<file path="config.mk">
export PLATFORM = sky130hd
export DESIGN_NAME = tgr_isqrt
export DESIGN_NICKNAME = d
export VERILOG_FILES = /design/src/sv/tgr_pkg.sv /design/src/sv/tgr_isqrt.sv
export SDC_FILE = /design/constraint.sdc
export NUM_CORES = 1
export LEC_CHECK = 0
export CAP_MARGIN = 30
export CORE_MARGIN = 10
export CORE_UTILIZATION = 60
export DETAILED_ROUTE_END_ITERATION = 7
export DONT_BUFFER_PORTS = 1
export PLACE_DENSITY_LB_ADDON = 0.3
export SYNTH_ARGS = -nofsm -noshare
export SYNTH_HDL_FRONTEND = slang
export SYNTH_SLANG_ARGS = --single-unit
</file>
<file path="constraint.sdc">
create_clock -name i_clk -period 5.8 [get_ports i_clk]
set_input_delay 0.58 -clock i_clk [delete_from_list [all_inputs] [get_ports i_clk]]
set_output_delay 0.58 -clock i_clk [all_outputs]
set_load 0.005 [all_outputs]
</file>
<file path="src/sv/tgr_pkg.sv">
// Shared types, codes and widths of the touch gesture recogniser.
package tgr_pkg;

    localparam int unsigned SQ_W    = 34;
    localparam int unsigned SPAN_W  = 17;
    localparam int unsigned ACCUM_W = 18;
    localparam int unsigned IN_W    = 80;
    localparam int unsigned OUT_W   = 104;
    localparam int unsigned RES_MAX = 3;

    localparam int unsigned DEF_MAX_TOUCHES = 8;
    localparam int unsigned DEF_ID_BITS     = 8;

    localparam logic [15:0] RST_LONG_MS  = 16'd500;
    localparam logic [15:0] RST_TAP_MS   = 16'd300;
    localparam logic [11:0] RST_MOVE_PX  = 12'd32;
    localparam logic [11:0] RST_PINCH_PX = 12'd35;

    localparam logic [1:0] CFG_LONG_MS  = 2'd0;
    localparam logic [1:0] CFG_TAP_MS   = 2'd1;
    localparam logic [1:0] CFG_MOVE_PX  = 2'd2;
    localparam logic [1:0] CFG_PINCH_PX = 2'd3;

    localparam logic [2:0] OP_DOWN   = 3'd0;
    localparam logic [2:0] OP_MOVE   = 3'd1;
    localparam logic [2:0] OP_UP     = 3'd2;
    localparam logic [2:0] OP_CANCEL = 3'd3;
    localparam logic [2:0] OP_TICK   = 3'd4;

    localparam logic [2:0] K_NONE    = 3'd0;
    localparam logic [2:0] K_TAP_UP  = 3'd1;
    localparam logic [2:0] K_TAP_OK  = 3'd2;
    localparam logic [2:0] K_LONG    = 3'd3;
    localparam logic [2:0] K_DOUBLE  = 3'd4;
    localparam logic [2:0] K_P_START = 3'd5;
    localparam logic [2:0] K_P_SCALE = 3'd6;
    localparam logic [2:0] K_P_END   = 3'd7;

    typedef enum logic [4:0] {
        M_NONE    = 5'b00001,
        M_WSINGLE = 5'b00010,
        M_WDOUBLE = 5'b00100,
        M_WPINCH  = 5'b01000,
        M_PINCH   = 5'b10000
    } t_mode;

    typedef struct packed {
        logic                  consumed;
        logic [SPAN_W-1:0]     span_before;
        logic [SPAN_W-1:0]     span_now;
        logic signed [15:0]    point_y;
        logic signed [15:0]    point_x;
        logic [31:0]           event_time;
        logic [2:0]            gesture_kind;
    } t_res;

    function automatic t_res make_res(input logic [2:0] kind, input logic [31:0] t,
                                      input logic [15:0] x, input logic [15:0] y,
                                      input logic [SPAN_W-1:0] sn,
                                      input logic [SPAN_W-1:0] sb, input logic c);
        t_res r;
        r.gesture_kind = kind;
        r.event_time   = t;
        r.point_x      = x;
        r.point_y      = y;
        r.span_now     = sn;
        r.span_before  = sb;
        r.consumed     = c;
        return r;
    endfunction

endpackage

</file>
<file path="src/sv/tgr_isqrt.sv">
// Bit-serial integer square root, one result bit per cycle.
module tgr_isqrt (
    input  logic                      i_clk,
    input  logic                      i_rst_n,
    input  logic                      i_start,
    input  logic [tgr_pkg::SQ_W-1:0]  i_value,
    output logic                      o_done,
    output logic [tgr_pkg::SPAN_W-1:0] o_root
);
    import tgr_pkg::*;

    localparam int unsigned REM_W = SPAN_W + 2;
    localparam int unsigned CNT_W = $clog2(SPAN_W + 1);

    logic [SQ_W-1:0]   r_v;
    logic [REM_W-1:0]  r_rem;
    logic [SPAN_W-1:0] r_root;
    logic [CNT_W-1:0]  r_cnt;
    logic              r_busy;
    logic              r_done;
    logic [REM_W-1:0]  w_rem;
    logic [REM_W-1:0]  w_trial;

    assign w_rem   = {r_rem[REM_W-3:0], r_v[SQ_W-1:SQ_W-2]};
    assign w_trial = {r_root, 2'b01};

    always_ff @(posedge i_clk) begin
        if (!i_rst_n) begin
            r_busy <= 1'b0;
            r_done <= 1'b0;
        end else begin
            r_done <= 1'b0;
            if (i_start) begin
                r_busy <= 1'b1;
                r_cnt  <= CNT_W'(SPAN_W);
            end else if (r_busy) begin
                r_cnt <= r_cnt - 1'b1;
                if (r_cnt == CNT_W'(1)) begin
                    r_busy <= 1'b0;
                    r_done <= 1'b1;
                end
            end
        end
    end

    always_ff @(posedge i_clk) begin
        if (i_start) begin
            r_v    <= i_value;
            r_rem  <= '0;
            r_root <= '0;
        end else if (r_busy) begin
            r_v <= {r_v[SQ_W-3:0], 2'b00};
            if (w_rem >= w_trial) begin
                r_rem  <= w_rem - w_trial;
                r_root <= {r_root[SPAN_W-2:0], 1'b1};
            end else begin
                r_rem  <= w_rem;
                r_root <= {r_root[SPAN_W-2:0], 1'b0};
            end
        end
    end

    assign o_done = r_done;
    assign o_root = r_root;

endmodule

</file>
* Yosys cells after proc, flatten, opt, wreduce, memory -nomap -nowiden
Index checks and enable logic that the tools add are counted.
Word-level totals: bits of input ports 37, memories 0, output and inout bits 18, latch bits 0, logic and storage cells 24, RAM bits 0, register bits after elaboration 75, ROM bits 0
Cells by class: shift-type cells 0, add/subtract/negate cells 2, bitwise logic cells 2, equal/unequal tests 1, divide/modulo/power cells 0, order comparisons 1, reduce and logical (&&, ||, !) cells 3, $mul 0, muxes and demuxes 9
Operator list (count):
- 2-to-1 mux 34 bit | 2
- greater-or-equal comparator 19 bit | 1
- 2-to-1 mux 17 bit | 1
- subtractor 17 bit | 1
- equality test 5 x 1 -> 1 bit (second input constant) | 1
- 2-to-1 mux 1 bit | 5
- 2-to-1 mux 5 bit | 1
- subtractor 5 x 1 -> 5 bit (second input constant) | 1
- OR reduction 3 bit | 1
- inverter 1 bit | 2
- AND reduction 2 bit | 1
- nonzero test 2 bit | 1

* Logic depth before layout (Yosys ltp)
Gate-level depths: netlist of run 1.
depth in word-level cells 4, mapped depth 10, mapped depth without buffers 8

* Worst setup path before layout of run 1
OpenSTA, ideal clock, no wires.
path type register to register, start register r_root[3] (netlist: o_root[3]), end register r_rem[2], arrival time 2.109 ns, data required time 5.678 ns, setup time 0.122 ns, clock period less this slack 2.230 ns, path slack 3.570 ns, path buffers 0, cell stages (with the launch flop) 9, cell sequence dfxtp_1 > inv_1 > ha_1 > or3_4 > and3_4 > o211a_1 > o211ai_4 > nand2_4 > a221o_1
On the way: word-level cells in the longest chain between the ends 2
Ends and longest elaborated chain:
- from (decl) | line tgr_isqrt.sv:17 | logic [SPAN_W-1:0] r_root;
- from (signal assigned) | line tgr_isqrt.sv:55 | r_root <= {r_root[SPAN_W-2:0], 1'b1};
- from (signal assigned) | line tgr_isqrt.sv:58 | r_root <= {r_root[SPAN_W-2:0], 1'b0};
- greater-or-equal comparator 19 bit | line tgr_isqrt.sv:53 | if (w_rem >= w_trial) begin
- 2-to-1 mux 17 bit | line tgr_isqrt.sv:53
- to (signal assigned) | line tgr_isqrt.sv:54 | r_rem <= w_rem - w_trial;
- to (signal assigned) | line tgr_isqrt.sv:57 | r_rem <= w_rem;
- to (decl) | line tgr_isqrt.sv:16 | logic [REM_W-1:0] r_rem;
No other way between the ends. A chain may end at the register's enable or synchronous reset.

* Final worst setup path of run 1
start register r_root[9] (netlist: o_root[9]), end register r_rem[0]
The elaborated chain is that of the path after synthesis.

==> results.json, run 1 <==
{
  "wl_um": 9220,
  "syn_area_per_cell_sq_um": 10.4,
  "grt_pass1_wl_um": 15000,
  "clock_tree.root_cell": "clkbuf_8",
  "ir_worst_vdd_mv": 0.263,
  "die_h_um": 104,
  "setup_viol": 0,
  "hold_viol": 0,
  "critPathLaunchType": "register",
  "ctsResizeCount": 0,
  "drive_above_1_share": 0.165,
  "drc": 0,
  "fp.dieW_um": 104,
  "ys_top_cells_by_area": "edfxtp_1, dfxtp_1, mux2_2",
  "clock.fmax_mhz": 376,
  "clk_pin_slew_ps": 90,
  "post_cts_buffers": 0,
  "cap_viol_max_count": 0,
  "fin_skew_ps": 12.1,
  "yosys.cell_count.top_type": "edfxtp_1",
  "yosys_warnings": 0,
  "hold_depth": 1,
  "fin_setup_tns_ps": 0,
  "dieArea_sq_um": 10700,
  "synthCells": 401,
  "cts_tree": "done",
  "firstDrtPassIters": 5,
  "post-route-period-util": 0.458,
  "cts_max_level": 3,
  "diodes": 0,
  "syn-num-nets": 459,
  "yosys.cell_types.count": 65,
  "place_congestion": 0.980,
  "synthToLayoutAreaGrowth_pct": 6.24,
  "grt_usage": 0.169,
  "worstPathMaxFanout": 11,
  "hpwlAfterDp_um": 6550,
  "grt_start_max_net_pins": 60,
  "arrival_ps": 2920,
  "place_inst": 480,
  "clock-sinks": 75,
  "vias_per_cell": 6.21,
  "final_area_sq_um": 4450,
  "grt_pass1_vias": 2934,
  "io_pins": 55,
  "synth.cell_area_sq_um": 4190,
  "synth_common_cells": "edfxtp_1, dfxtp_1, nor2_1",
  "wl_per_cell_um": 18.6,
  "yosys_register_bits": 75,
  "holdPathEnd": "r_rem[3]$_SDFFE_PP0P_",
  "worst_pin_slew_ps": 921,
  "clockBufferDepth": 2,
  "async_flop_share": 0,
  "antenna_found_initial": 0,
  "hold_class": "input pin to register",
  "stdcell_count": 496,
  "vias": 3079,
  "layout_setup_ws_ps": 3140,
  "netlist.area_leader.share": 0.279,
  "rsz0062_at_grt": "false",
  "timing.rr.start": "o_root[9]$_SDFFE_PP0P_",
  "worst-setup-path-type": "register to register",
  "reg2reg_depth": 9,
  "min_from": "i_start",
  "fin_crit_ps": 2660,
  "p_leak_nw": 1.65,
  "postPlaceCellArea_sq_um": 4240,
  "dp_slack_ps": 3200,
  "num_rows": 30,
  "worstReg2RegEnd": "r_rem[0]$_SDFFE_PP0P_",
  "synth_top_cell_by_area": "edfxtp_1",
  "ys.flop_type": "edfxtp_1",
  "relSlewSlack": 0.383,
  "fill_cells": 547,
  "core_area_sq_um": 6790,
  "drv_slew": 0,
  "critPathCaptureType": "register",
  "numCtsBuffers": 9,
  "insertion_delay_ps": 360,
  "initial_core_util": 0.617,
  "io_buffers": 0,
  "seq_area_frac_synth": 0.451,
  "status": "finished clean",
  "cts_hold_buf": 0,
  "p_per_area_nw_per_um2": 482,
  "rrSetupSlack_ps": 3140,
  "drt_iter0_drc": 260,
  "synth_edf_count": 39,
  "ant_nets": 0,
  "cp_data_required_time_ps": 6060,
  "grt_overflow": 0,
  "nNetsFinal": 453
}
## state kept, by name, indices dropped and copies added, names as in the netlist
name and cells:
o_root 17, r_busy 1, r_v 34, o_done 1
r_rem 17, r_cnt 5
## metal layers
layer  wire (um)  track usage
met2        4290        0.267
met5           0            0
met1        3870        0.204
met3         956       0.0675
met4         113       0.0585
## layout by cell type, fill, tap and decap left out, types with 4 or more instances in the layout
| cell type | count |
|---|---|
| nor2b_1 | 4 |
| a21oi_1 | 12 |
| a21o_1 | 7 |
| edfxtp_1 | 39 |
| nand2_1 | 26 |
| and3_1 | 5 |
| a31oi_1 | 4 |
| buf_4 | 4 |
| xnor2_1 | 5 |
| o21a_1 | 4 |
| and2_1 | 4 |
| o21ai_0 | 10 |
| dfxtp_1 | 36 |
| nor2_1 | 33 |
| mux2i_1 | 16 |
| nand3_1 | 7 |
| nand4_1 | 9 |
| clkbuf_8 | 9 |
| o211ai_1 | 13 |
| mux2_2 | 32 |
| nor3_1 | 9 |
| xor2_1 | 5 |
| ha_1 | 21 |
| inv_1 | 26 |
## critical path: stages (launching register included)
cell      delay, ps
dfxtp_1         410
inv_1            70
ha_1            510
nand4_1         210
nor3_1          310
a21boi_2        110
o21ai_1         330
buf_4           270
o21ai_1          80
a32o_1          250
## logic make-up (layout without fill, tap and decap cells)
| logic type | count (synthesis) | in the layout | share of synthesized area |
|---|---|---|---|
| AOI/OAI and AO/OA | 87 | 87 | 0.158 |
| and+or+nand+nor | 113 | 113 | 0.136 |
| xor gates and xnor gates | 10 | 10 | 0.0209 |
| adders and majority gates | 21 | 21 | 0.0627 |
| buffers and inverters | 47 | 46 | 0.0469 |
| DFF | 75 | 75 | 0.451 |
| muxes | 48 | 48 | 0.124 |
## final cells by class
cell class	count	area [sq um]	area share
multi-input cells	279	2100	0.473
flip-flops and latches	75	1890	0.425
clock buffers	9	124	0.0278
well taps	96	120	0.0270
inverters	26	97.6	0.0219
clock inverters	7	83.8	0.0188
repair buffers	4	30.0	0.00675
## through the flow
stage / util / power [W] / hold WS, ps
detailed placement: 0.625 / 0.00170 / 479
global route: 0.655 / 0.00227 / 278
floorplan: - / 0.00152 / 446
CTS: 0.655 / 0.00213 / 283
global placement: 0.624 / 0.00169 / 470
finish: 0.655 / 0.00214 / 287
## report_power, final
part	switching (W)	leakage, nW	internal, W
Combinational	0.000630	0.869	0.000412
Sequential	0.0000459	0.682	0.000630
Clock	0.000219	0.0959	0.000206
## worst max-delay path by stage
stage                     cells past startpoint               endpoint  slack [ps]                     from
after floorplan                               8  r_rem[2]$_SDFFE_PP0P_        3570   o_root[3]$_SDFFE_PP0P_
after global placement                        8  r_rem[7]$_SDFFE_PP0P_        3020  o_root[11]$_SDFFE_PP0P_
after detailed placement                      9  r_rem[6]$_SDFFE_PP0P_        3200  o_root[15]$_SDFFE_PP0P_
after CTS                                     9  r_rem[6]$_SDFFE_PP0P_        3160  o_root[15]$_SDFFE_PP0P_
after global routing                          9  r_rem[6]$_SDFFE_PP0P_        2900   o_root[9]$_SDFFE_PP0P_
final                                         9  r_rem[0]$_SDFFE_PP0P_        3140   o_root[9]$_SDFFE_PP0P_
Power figures use the tool's default switching activity.
==> inputs of run 2 (changes only) <==
==> constraint.sdc (replaced) <==
create_clock -name i_clk -period 2.7 [get_ports i_clk]
set_input_delay 0.27 -clock i_clk [delete_from_list [all_inputs] [get_ports i_clk]]
set_output_delay 0.27 -clock i_clk [all_outputs]
set_load 0.005 [all_outputs]
==> run 2 against run 1 <==
Net effect:
- setup slack lost 3000 ps
- sequential power is 120% higher
- combinational power is 130% higher
- total power rose by 120%
- clock power grew 91%
- critical path depth down 1
- largest cell class unchanged
- highest routed layer unchanged
==> results.json, run 2 (synthesized netlist as in run 1, its figures left out) <==
{
  "dieArea_sq_um": 10700,
  "initial_core_util": 0.617,
  "worst-setup-path-type": "register to register",
  "grt_pass1_vias": 2994,
  "p_leak_nw": 1.68,
  "arrival_ps": 2760,
  "firstDrtPassIters": 5,
  "grt_overflow": 0,
  "final_cell_mix": "edfxtp_1, dfxtp_1, nor2_1",
  "antenna_found_initial": 0,
  "ant_nets": 0,
  "pwr-share-comb": 0.509,
  "clock.fmax_mhz": 397,
  "worstReg2RegEnd": "r_rem[2]$_SDFFE_PP0P_",
  "cpPeakStageDelay_ps": 420,
  "nNetsFinal": 460,
  "io_buffers": 0,
  "clock_tree.root_cell": "clkbuf_8",
  "drc": 0,
  "grt_usage": 0.167,
  "drive_above_1_share": 0.177,
  "rrSetupSlack_ps": 180,
  "relSlewSlack": 0.481,
  "fin_crit_ps": 2520,
  "cts_tree": "done",
  "hold_class": "input pin to register",
  "final_common_cell": "edfxtp_1",
  "clk_pin_slew_ps": 90,
  "numCtsBuffers": 9,
  "worst_pin_slew_ps": 776,
  "drt_iter0_drc": 242,
  "status": "finished clean",
  "rsz0062_at_grt": "false",
  "crit_family": "compound AO/OA/AOI/OAI gates",
  "fin_setup_tns_ps": 0,
  "reg2reg_depth": 8,
  "cp-startpoint": "o_root[15]$_SDFFE_PP0P_",
  "wl_um": 8980,
  "grt_pass1_wl_um": 14900,
  "cap_viol_max_count": 0,
  "critPathCaptureType": "register",
  "wl_per_cell_um": 17.9,
  "vias_per_cell": 6.00,
  "clock-sinks": 75,
  "fill_cells": 553,
  "die_h_um": 104,
  "hold_viol": 0,
  "ir_worst_vdd_mv": 0.436,
  "swShare": 0.417,
  "vias": 3020,
  "crit_buf_inv": 1,
  "clockBufferDepth": 2,
  "place_congestion": 0.894,
  "cts_max_level": 3,
  "critPathLaunchType": "register",
  "diodes": 0,
  "top_register": "r_v",
  "hpwlAfterDp_um": 6650,
  "insertion_delay_ps": 350,
  "p_per_area_nw_per_um2": 1030,
  "whs_ps": 87.2,
  "worstPathMaxFanout": 10,
  "drv_slew": 0,
  "core_area_sq_um": 6790,
  "timing.rr.start": "o_root[15]$_SDFFE_PP0P_",
  "largest_reg_flops": 34,
  "cp-endpoint": "r_rem[2]$_SDFFE_PP0P_",
  "p_int_w": 0.00270,
  "num_rows": 30,
  "io_pins": 55,
  "fp.dieW_um": 104,
  "cp_data_required_time_ps": 2940,
  "path_depth": 8,
  "seq_power_share": 0.315,
  "setup_viol": 0,
  "grt_start_max_net_pins": 42,
  "synthToLayoutAreaGrowth_pct": 7.26,
  "power.switching_w": 0.00193,
  "post-route-period-util": 0.933,
  "path_cells": "inv_1, ha_1, a21o_1, a221oi_2, a21boi_2, o21a_1, nand2_4, a221o_1",
  "slowest_stage": "o21a_1",
  "clkPwrFrac": 0.176,
  "fin_skew_ps": 11.4
}
run 2: cell type report:
cell class | instances | area [sq um] | area share
Clock inverter | 7 | 57.6 | 0.0128
Multi-Input combinational cell | 279 | 2110 | 0.469
Sequential cell | 75 | 1890 | 0.421
Timing Repair Buffer | 11 | 97.6 | 0.0217
Tap cell | 96 | 120 | 0.0267
Inverter | 26 | 97.6 | 0.0217
Clock buffer | 9 | 124 | 0.0276
run 2: timing repair:
| item | 4_1_cts | 5_1_grt |
|---|---|---|
| hold endpoints to repair | 19 | 0 |
| endpoints found under the setup margin | 0 | 2 |
| gates resized for setup | 0 | 1 |
| setup buffers | 0 | 1 |
| hold buffers | 1 | 0 |
run 2: per-layer routing:
layer  part of all wire  up-vias  global-route usage  wire, um
li1                   -     1489                   -         -
met1               0.44     1412               0.211      3930
met2               0.45      111               0.257      4070
met3              0.099        8              0.0632       893
met4             0.0096        0              0.0544        86
met5                  0        -                   0         0
run 2: stage by stage:
| step | instance area (sq um) | power, W | instances | utilization | setup WS [ps] |
|---|---|---|---|---|---|
| after floorplan | 4190 | 0.00326 | 401 | - | 470 |
| after global placement | 4290 | 0.00372 | 485 | 0.632 | 262 |
| after detailed placement | 4290 | 0.00374 | 485 | 0.632 | 207 |
| after CTS | 4480 | 0.00456 | 502 | 0.660 | 187 |
| after global routing | 4490 | 0.00492 | 503 | 0.662 | 18.3 |
| final | 4490 | 0.00462 | 503 | 0.662 | 180 |
run 2: how the worst min path moves through the flow:
stage	startpoint	to	slack (ps)	cells past startpoint
finish	i_rst_n	o_done$_SDFF_PP0_	90	1
global route	i_rst_n	o_done$_SDFF_PP0_	70	1
CTS	i_rst_n	o_done$_SDFF_PP0_	80	1
detailed placement	i_start	o_root[1]$_SDFFE_PP0P_	350	1
global placement	i_start	o_root[1]$_SDFFE_PP0P_	350	1
floorplan	i_rst_n	o_done$_SDFF_PP0_	420	1
run 2: power groups by stage:
| stage | clock network [W] | registers, W | logic [W] |
|---|---|---|---|
| 2_1_floorplan | 0 | 0.00144 | 0.00182 |
| 3_3_place_gp | 0 | 0.00148 | 0.00224 |
| 3_5_place_dp | 0 | 0.00148 | 0.00226 |
| 4_1_cts | 0.000832 | 0.00146 | 0.00228 |
| 5_1_grt | 0.000877 | 0.00147 | 0.00257 |
| 6_report | 0.000813 | 0.00146 | 0.00235 |
==> inputs of run 3 (changes only) <==
==> constraint.sdc (replaced) <==
create_clock -name i_clk -period 2.7 [get_ports i_clk]
set_input_delay 0.27 -clock i_clk [delete_from_list [all_inputs] [get_ports i_clk]]
set_output_delay 0.27 -clock i_clk [all_outputs]
set_load 0.02 [all_outputs]
==> run 3 against run 2 <==
Net effect:
- final area grew 2.4%
- sequential cell count is the same
- clock-buffer cell count grew 1
- core utilization grew 1.6 points
- register-to-register slack gained 70 ps
- die area is the same
- largest power group unchanged
- clock power shrank 2%
- combinational power is essentially flat
==> results.json, run 3 (synthesized netlist as in run 1, its figures left out) <==
{
  "p_per_area_nw_per_um2": 1000,
  "io_pins": 55,
  "cts_max_level": 3,
  "grt_pass1_wl_um": 15700,
  "crit_buf_inv": 1,
  "nNetsFinal": 477,
  "ctsResizeCount": 0,
  "hold_viol": 0,
  "critPathLaunchType": "register",
  "min_from": "i_rst_n",
  "top_register": "r_v",
  "clock-sinks": 75,
  "cpPeakStageDelay_ps": 360,
  "drt_iter0_drc": 273,
  "fin_skew_ps": 10.6,
  "hpwlAfterDp_um": 7060,
  "drc": 0,
  "antenna_found_initial": 1,
  "reg2reg_depth": 8,
  "cp_data_required_time_ps": 2910,
  "vias_per_cell": 6.04,
  "place_congestion": 0.886,
  "rsz0062_at_grt": "false",
  "wl_um": 9650,
  "status": "finished clean",
  "final_cell_mix": "edfxtp_1, dfxtp_1, nor2_1",
  "numCtsBuffers": 9,
  "arrival_ps": 2660,
  "firstDrtPassIters": 5,
  "grt_start_max_net_pins": 43,
  "fp.dieW_um": 104,
  "ir_worst_vdd_mv": 0.487,
  "die_h_um": 104,
  "ant_nets": 0,
  "wl_met1_um": 4300,
  "clock_tree.root_cell": "clkbuf_8",
  "postLayoutCoreUtil": 0.677,
  "layout_setup_ws_ps": 250,
  "timing.rr.start": "o_root[2]$_SDFFE_PP0P_",
  "synthToLayoutAreaGrowth_pct": 9.79,
  "clk_pin_slew_ps": 90,
  "io_buffers": 0,
  "fin_setup_tns_ps": 0,
  "dieArea_sq_um": 10700,
  "final_common_cell": "edfxtp_1",
  "stdcell_count": 520,
  "hold_depth": 1,
  "fill_cells": 542,
  "holdPathEnd": "o_done$_SDFF_PP0_",
  "crit_family": "compound AO/OA/AOI/OAI gates",
  "critPathCaptureType": "register",
  "path_cells": "inv_1, ha_1, a211oi_1, o21ai_1, o211a_1, o211a_4, nor2_1, o311ai_0",
  "worstPathMaxFanout": 13,
  "insertion_delay_ps": 350,
  "highest_layer": "met5",
  "initial_core_util": 0.617,
  "whs_ps": 72.1,
  "cap_viol_max_count": 0,
  "place_inst": 502,
  "worstReg2RegEnd": "r_rem[7]$_SDFFE_PP0P_",
  "wl_met2_um": 4330,
  "core_area_sq_um": 6790,
  "clockBufferDepth": 2,
  "drive_above_1_share": 0.200,
  "dp_slack_ps": 272,
  "clock.fmax_mhz": 408,
  "vias": 3142,
  "drv_slew": 0,
  "grt_pass1_vias": 3115,
  "grt_usage": 0.176,
  "worst_pin_slew_ps": 795,
  "largest_reg_flops": 34,
  "wl_met3_um": 896,
  "p_leak_nw": 1.76,
  "rrSetupSlack_ps": 250,
  "cts_tree": "done",
  "diodes": 0,
  "wl_per_cell_um": 18.6,
  "fin_crit_ps": 2450,
  "setup_viol": 0,
  "num_rows": 30,
  "hold_class": "input pin to register",
  "slowest_stage": "ha_1",
  "grt_overflow": 0,
  "worst-setup-path-type": "register to register",
  "relSlewSlack": 0.468,
  "post-route-period-util": 0.907
}
==> run 3: changes by cell type in the layout (fill, tap and decap cells not counted), sizes merged <==
cell,previous run,this run
buf,10,26
clkbuf,9,10
dlygate4sd3,1,2
clkinv,2,1
==> run 3: stage by stage <==
stage	power, W	cell area, sq um
after floorplan	0.00327	4190
after global placement	0.00375	4410
after detailed placement	0.00377	4410
after CTS	0.00458	4600
after global routing	0.00491	4600
final	0.00461	4600
==> run 3: what timing repair did <==
action | in CTS | in global routing
hold endpoints to repair | 18 | 0
buffers inserted | 0 | 0
hold buffers | 2 | 0
==> run 3: final cells by class <==
type | count | area, sq um | share of cell area
Multi-Input combinational cell | 279 | 2100 | 0.457
Sequential cell | 75 | 1890 | 0.411
Timing Repair Buffer | 28 | 215 | 0.0468
Clock buffer | 10 | 128 | 0.0277
Tap cell | 96 | 120 | 0.0261
Inverter | 26 | 97.6 | 0.0212
Clock inverter | 6 | 46.3 | 0.0101
==> run 3: metal layers <==
layer  up-vias  global-route usage
li1       1518                   -
met3        15              0.0632
met1      1481               0.230
met2       126               0.269
met4         2              0.0474
met5         -                   0
==> run 3: worst max path at each step <==
stage | startpoint | end | slack, ps | cells after the start
after floorplan | o_root[3]$_SDFFE_PP0P_ | r_rem[2]$_SDFFE_PP0P_ | 350 | 8
after global placement | o_root[2]$_SDFFE_PP0P_ | r_rem[7]$_SDFFE_PP0P_ | 280 | 8
after detailed placement | o_root[2]$_SDFFE_PP0P_ | r_rem[7]$_SDFFE_PP0P_ | 270 | 8
after CTS | o_root[2]$_SDFFE_PP0P_ | r_rem[2]$_SDFFE_PP0P_ | 260 | 8
after global routing | o_root[16]$_SDFFE_PP0P_ | r_rem[2]$_SDFFE_PP0P_ | 60 | 8
final | o_root[2]$_SDFFE_PP0P_ | r_rem[7]$_SDFFE_PP0P_ | 250 | 8
==> run 3: power breakdown <==
part	switching, W	internal [W]
logic	0.00141	0.000958
clock network	0.000450	0.000344
registers	0.0000965	0.00135
total	0.00196	0.00266
